## config.mk

```make
export PLATFORM = sky130hd
export DESIGN_NAME = bis_ctrl
export DESIGN_NICKNAME = d
export VERILOG_FILES = /design/src/bis_pkg.sv /design/src/bis_ctrl.sv
export SDC_FILE = /design/constraint.sdc
export NUM_CORES = 1
export LEC_CHECK = 0
export ABC_CLOCK_PERIOD_IN_PS = 1700
export BUFFER_PORTS_ARGS = -buffer_cell sky130_fd_sc_hd__buf_2
export CORE_AREA = 2 2 39 41
export DETAILED_ROUTE_END_ITERATION = 10
export DIE_AREA = 0 0 41 43
export HOLD_SLACK_MARGIN = 0.1
export SYNTH_ARGS = -nofsm -noshare
export SYNTH_HDL_FRONTEND = slang
export SYNTH_SLANG_ARGS = --single-unit
```

## constraint.sdc

```tcl
create_clock -name clk -period 1.7 [get_ports clk]
set_input_delay 0.255 -clock clk [delete_from_list [all_inputs] [get_ports clk]]
set_output_delay 0.255 -clock clk [all_outputs]
set_load 0.01 [all_outputs]
```

## src/bis_pkg.sv

```systemverilog
// ----------------------------------------------------------------------------
// bis_pkg
// Shared sizes, codes and controller/datapath interface types for the
// indexed block search.
// ----------------------------------------------------------------------------
package bis_pkg;

  localparam int MAX_ELEMENTS = 1024;
  localparam int MAX_BLOCKS   = 64;
  localparam int VALUE_WIDTH  = 32;

  // Fixed port field widths
  localparam int FIELD_W = 32;
  localparam int POS_W   = 11;
  localparam int IN_W    = 2 * FIELD_W;
  localparam int OUT_W   = ((POS_W + 2 + 7) / 8) * 8;

  localparam int COUNT_W = $clog2(MAX_ELEMENTS + 1);
  localparam int ADDR_W  = (MAX_ELEMENTS > 1) ? $clog2(MAX_ELEMENTS) : 1;
  localparam int BLK_W   = $clog2(MAX_BLOCKS + 1);
  localparam int BIDX_W  = (MAX_BLOCKS > 1) ? $clog2(MAX_BLOCKS) : 1;

  typedef logic signed [VALUE_WIDTH-1:0] value_t;

  typedef enum logic [1:0] {
    FUNC_CLEAR  = 2'd0,
    FUNC_APPEND = 2'd1,
    FUNC_SEARCH = 2'd2
  } func_t;

  typedef enum logic [3:0] {
    S_IDLE,
    S_EXEC,
    S_BS_READ,
    S_BS_CMP,
    S_SEL,
    S_START_LO,
    S_START_HI,
    S_SCAN_READ,
    S_SCAN_CMP,
    S_RESP
  } state_t;

  typedef struct packed {
    logic load;
    logic exec;
    logic key_rd;
    logic bs_cmp;
    logic sel_rd;
    logic start_lo;
    logic start_hi;
    logic scan_rd;
    logic scan_cmp;
    logic resp;
  } dp_cmd_t;

  typedef struct packed {
    logic [1:0] func;
    logic       bs_more;
    logic       sel_valid;
    logic       scan_more;
    logic       match;
    logic       out_free;
  } dp_status_t;

  // Low VALUE_WIDTH bits of the sign-extended field
  function automatic value_t to_value(logic signed [FIELD_W-1:0] x);
    logic signed [63:0] w;
    w = 64'(x);
    return w[VALUE_WIDTH-1:0];
  endfunction

endpackage

```

## src/bis_ctrl.sv

```systemverilog
// ----------------------------------------------------------------------------
// bis_ctrl
// Sequencer for the block search: operation dispatch, bisection over the
// block keys, block bounds fetch, in-block scan and result hand-off.
// ----------------------------------------------------------------------------
module bis_ctrl (
  input  logic                clk,
  input  logic                rst,
  input  logic                in_valid,
  output logic                in_ready,
  input  bis_pkg::dp_status_t status,
  output bis_pkg::dp_cmd_t    cmd
);
  import bis_pkg::*;

  state_t state, state_next;

  always_ff @(posedge clk) begin
    if (rst) begin
      state <= S_IDLE;
    end else begin
      state <= state_next;
    end
  end

  always_comb begin
    state_next = state;
    cmd        = '0;
    in_ready   = 1'b0;
    case (state)
      S_IDLE: begin
        in_ready = 1'b1;
        if (in_valid) begin
          cmd.load   = 1'b1;
          state_next = S_EXEC;
        end
      end
      S_EXEC: begin
        cmd.exec   = 1'b1;
        state_next = (status.func == FUNC_SEARCH) ? S_BS_READ : S_RESP;
      end
      S_BS_READ: begin
        if (status.bs_more) begin
          cmd.key_rd = 1'b1;
          state_next = S_BS_CMP;
        end else begin
          state_next = S_SEL;
        end
      end
      S_BS_CMP: begin
        cmd.bs_cmp = 1'b1;
        state_next = S_BS_READ;
      end
      S_SEL: begin
        cmd.sel_rd = 1'b1;
        state_next = status.sel_valid ? S_START_LO : S_RESP;
      end
      S_START_LO: begin
        cmd.start_lo = 1'b1;
        state_next   = S_START_HI;
      end
      S_START_HI: begin
        cmd.start_hi = 1'b1;
        state_next   = S_SCAN_READ;
      end
      S_SCAN_READ: begin
        cmd.scan_rd = 1'b1;
        state_next  = status.scan_more ? S_SCAN_CMP : S_RESP;
      end
      S_SCAN_CMP: begin
        cmd.scan_cmp = 1'b1;
        state_next   = status.match ? S_RESP : S_SCAN_READ;
      end
      S_RESP: begin
        if (status.out_free) begin
          cmd.resp   = 1'b1;
          state_next = S_IDLE;
        end
      end
      default: begin
        state_next = S_IDLE;
      end
    endcase
  end

endmodule

```

### Word level (Yosys, flattened, before mapping)

Cells that the tools add are included.

| word-level totals | value |
|---|---|
| register bits after elaboration | 4 |
| input port bits | 10 |
| output and inout port bits | 11 |
| logic and storage cells | 37 |

| operators by class | value |
|---|---|
| equal/unequal tests | 12 |
| multiplexer cells | 22 |
| reduce and logical (&&, ||, !) cells | 2 |

Operators with widths:

| kind | count |
|---|---|
| $pmux W4 S10 | 1 |
| $mux W4 | 5 |
| $eq A4 B3 Y1 const B | 4 |
| $mux W1 | 15 |
| $eq A4 B2 Y1 const B | 2 |
| $eq A4 B4 Y1 const B | 2 |
| $eq A4 B1 Y1 const B | 1 |
| $logic_not A4 Y1 | 1 |
| $ne A2 B2 Y1 const B | 2 |
| $mux W3 | 1 |
| $eq A2 B2 Y1 const B | 1 |
| $reduce_and A2 Y1 | 1 |

### Depth between registers and ports, before layout

| logic depth | value |
|---|---|
| depth after elaboration | 3 |
| depth in mapped cells | 5 |
| gate-level depth less buffers | 4 |

### Worst setup path before layout

OpenSTA, ideal clock, no wires.

| path | value |
|---|---|
| kind | register -> output |
| from | reg state[0] |
| to | out cmd[9] (netlist bit) |
| data arrival time | 1183 ps |
| data required time | 1445 ps |
| setup slack | 262 ps |
| cell stages (with the launch flop) | 4 |
| buffers on the path | 1 |
| cells stage by stage | dfxtp_1 -> buf_4 -> nor4_1 -> and2_1 |

RTL lines:

| item | RTL line | source |
|---|---|---|
| start, declared | bis_ctrl.sv:16 | `state_t state, state_next;` |
| start signal, assigned | bis_ctrl.sv:22 | `state <= state_next;` |
| end, declared | bis_ctrl.sv:12 | `output bis_pkg::dp_cmd_t cmd` |

==> key figures <==
GRT
  – Number of global-route vias before repair: between 400 and 500
  – Met2 usage: between 10% and 20%
  – First-pass GRT wire length: approximately 1.6 mm
  – Met3 Use GR: approximately 3.7%
  – Initial antenna violation count: 0
  – Grt ovf: 0
  – Busiest grt layer: met2
  – Largest net degree at the start of global routing: 14
  – Met1 Track Usage GR: between 10% and 20%
  – GRT Overall Usage: between 10 and 15%

Pwr
  – Power density over the cells: 1490 nW/um2
  – Max VDD drop: 0.000459 V
  – Leak: 0.000247 uW

Critical path
  – CP top delay family: simple AND/OR/NAND/NOR gates
  – Worst path arrival time: 1.37 ns
  – CP Data Required Time: 1.44 ns
  – CP Cell Sequence: or4_1, inv_1, buf_2
  – Largest stage delay on the critical path: roughly 0.57 ns
  – Worst path slowest cell: or4_1
  – WP buf/inv: 2
  – CP Class: flop to output port
  – Crit-path max FO: 12
  – CP Launch Type: flop
  – Critical Path End Type: output port

Logic synthesis
  – Flops & latches, synth: 4
  – Synthesized cell area: 387 um2
  – Compound-Gate Fraction of Synth Area: approximately 22%
  – Syn_nets: 64
  – Post-synthesis simple-gate area fraction: ~43%
  – Post-Synth XOR/XNOR Area: 0%
  – Synthesized-area fraction occupied by adder cells: 0%
  – Netlist cell types: 26
  – Avg Cell Area, Syn: 7.16 um2
  – Largest family of logic cells by synthesized area: simple AND/OR/NAND/NOR gates
  – Synth Warn #: 0
  – Seq/Total Area, Yosys: between 20 and 25%
  – Syn Inst Count: 54
  – Mux contribution to synthesized area: 0%

Cells and area
  – Max reg flops: 4
  – Cell area after layout: around 520 um2
  – Share of cells above drive strength 1: 44.0%
  – Largest regs: state: 4 flops
  – Final #Nets: between 80 and 90
  – Final core occ: 37.5%
  – Antenna Cells: 0
  – Area Growth Syn to Fin: 34.3%
  – Register with the most flip-flops: state

Floorplanning
  – Die Y: around 43 um
  – I/O pin count: 21
  – Die X: approximately 41 um
  – Die area: 1760 um2
  – Floorplan core area: ~1400 um2
  – Row count: 14
  – Initial Util: ~28%

STA
  – RSZ-0062 raised after global routing: false
  – Worst slew margin: about four fifths
  – Final Skew: around 0.0010 ns
  – Min Tclk post-route: between 1.5 and 2 ns
  – Fmax: approximately 0.62 GHz
  – Final hold vios: 0
  – Final Worst Setup Slack: just under 0.08 ns
  – Final setup fails: 0
  – Setup tns final: 0 ns
  – Worst Tran Pin Value: between 0.3 and 0.4 ns
  – Slew Viols, Final: 0
  – Final period util: between 90 and 100%

Clocking
  – TritonCTS Sinks: 4
  – H-Tree Depth: 1
  – Clk buf depth: 2
  – Cts bufs inserted: 3
  – Worst-path clk slew: about 0.04 ns
  – Clock latency on the worst-skew pair: around 0.24 ns
  – Hold Buf Count CTS: 0
  – TritonCTS clock tree: built
  – Clock root buffer master: clkbuf_4

Routing
  – Post-Route WL: 1.03 mm
  – Residual DRC: 0
  – Via count: 460
  – Vias per inst: slightly above 5
  – DRT Pass-1 Iters: 4
  – Detailed-route wire length per cell: 11.3 um
  – Detailed Route Iter0 Violations: 11
  – Antenna viol nets, final: 0

Placement
  – Dpl hpwl: 820 um
  – PortBufs: 20
  – Placed cell area: ~500 um2
  – Dpl ws: ~0.24 ns
  – GPL Wtd Cong: slightly below 0.9

Run status
  – Status: finished clean

Flow run
  – Max Cap Viol: 0

Hold path
  – Min-Delay Path Class: input pin to flop
## where the power goes
group / total [uW] / internal (uW) / leakage, uW / switching, uW
clock: 120 / 79.1 / 0.0000138 / 40.5
combinational: 457 / 210 / 0.000199 / 247
sequential: 195 / 133 / 0.0000341 / 62.5
## synthesized netlist by cell type (all sizes together)
master | number | area (um2)
o21ai | 1 | 5.00
a31oi | 2 | 12.5
nor2 | 6 | 22.5
nor3b | 1 | 12.5
and2 | 1 | 6.26
a21o | 1 | 7.51
buf | 4 | 35.0
a211oi | 1 | 7.51
dfxtp | 4 | 80.1
or4 | 2 | 15.0
a21oi | 5 | 28.8
nor3 | 7 | 35.0
inv | 5 | 18.8
or3 | 3 | 18.8
nand2 | 1 | 3.75
o31ai | 1 | 7.51
nor4 | 2 | 18.8
a2111oi | 1 | 10.0
nor2b | 1 | 6.26
o211ai | 1 | 7.51
nand2b | 4 | 27.5
## worst paths after layout
kind / startpoint / slack [ns] / end / cells past startpoint
worst min-delay path: rst / 0.24 / state[2] / 2
worst max register to register: state[0] / 0.37 / state[0] / 5
worst min register to register: state[3] / 0.69 / state[0] / 2
worst max-delay path: state[2] / 0.08 / cmd[7] / 3
## final cells by class
type / count / area [um2]
tap: 16 / 20.0
clock buffer: 3 / 22.5
fill: 153 / 865
sequential: 4 / 83.8
inverter: 5 / 18.8
timing repair buffer: 22 / 115
multi-input combinational: 41 / 259
## metal layers
metal  wire length [um]  vias to the layer above
li1                   -                      240
met1                461                      196
met2                444                       18
met3                 65                        6
met4                 56                        0
met5                  0                        -
## through the flow
step | hold slack (ns) | cells | power (uW)
6_report | 0.236 | 91 | 772
5_1_grt | 0.235 | 91 | 853
4_1_cts | 0.238 | 91 | 765
3_5_place_dp | 0.486 | 88 | 640
3_3_place_gp | 0.483 | 88 | 639
2_1_floorplan | 0.317 | 54 | 522
## layout by cell type (no fill, tap or decap), types with 2 or more instances in the layout
cell type	count
or4_1	2
clkbuf_4	3
nor3_1	7
a31oi_1	2
buf_4	2
inv_1	5
or3_1	3
dfxtp_2	3
nor2_1	6
nand2b_1	3
a21oi_1	4
buf_2	20
nor4_2	2
## cell families (layout without fill, tap and decap cells)
logic type,Yosys count,in the layout
AND/OR/NAND/NOR,28,28
AO/OA/AOI/OAI,13,13
buffers and inverters,9,30
flip-flops,4,4
## what timing repair did
| item | CTS | global route |
|---|---|---|
| resized for setup | 1 | 3 |
| endpoints found under the setup margin | 1 | 3 |
| pin swaps | 0 | 0 |
| setup buffers | 0 | 0 |
Note: power is estimated with default switching activity, not from simulation.
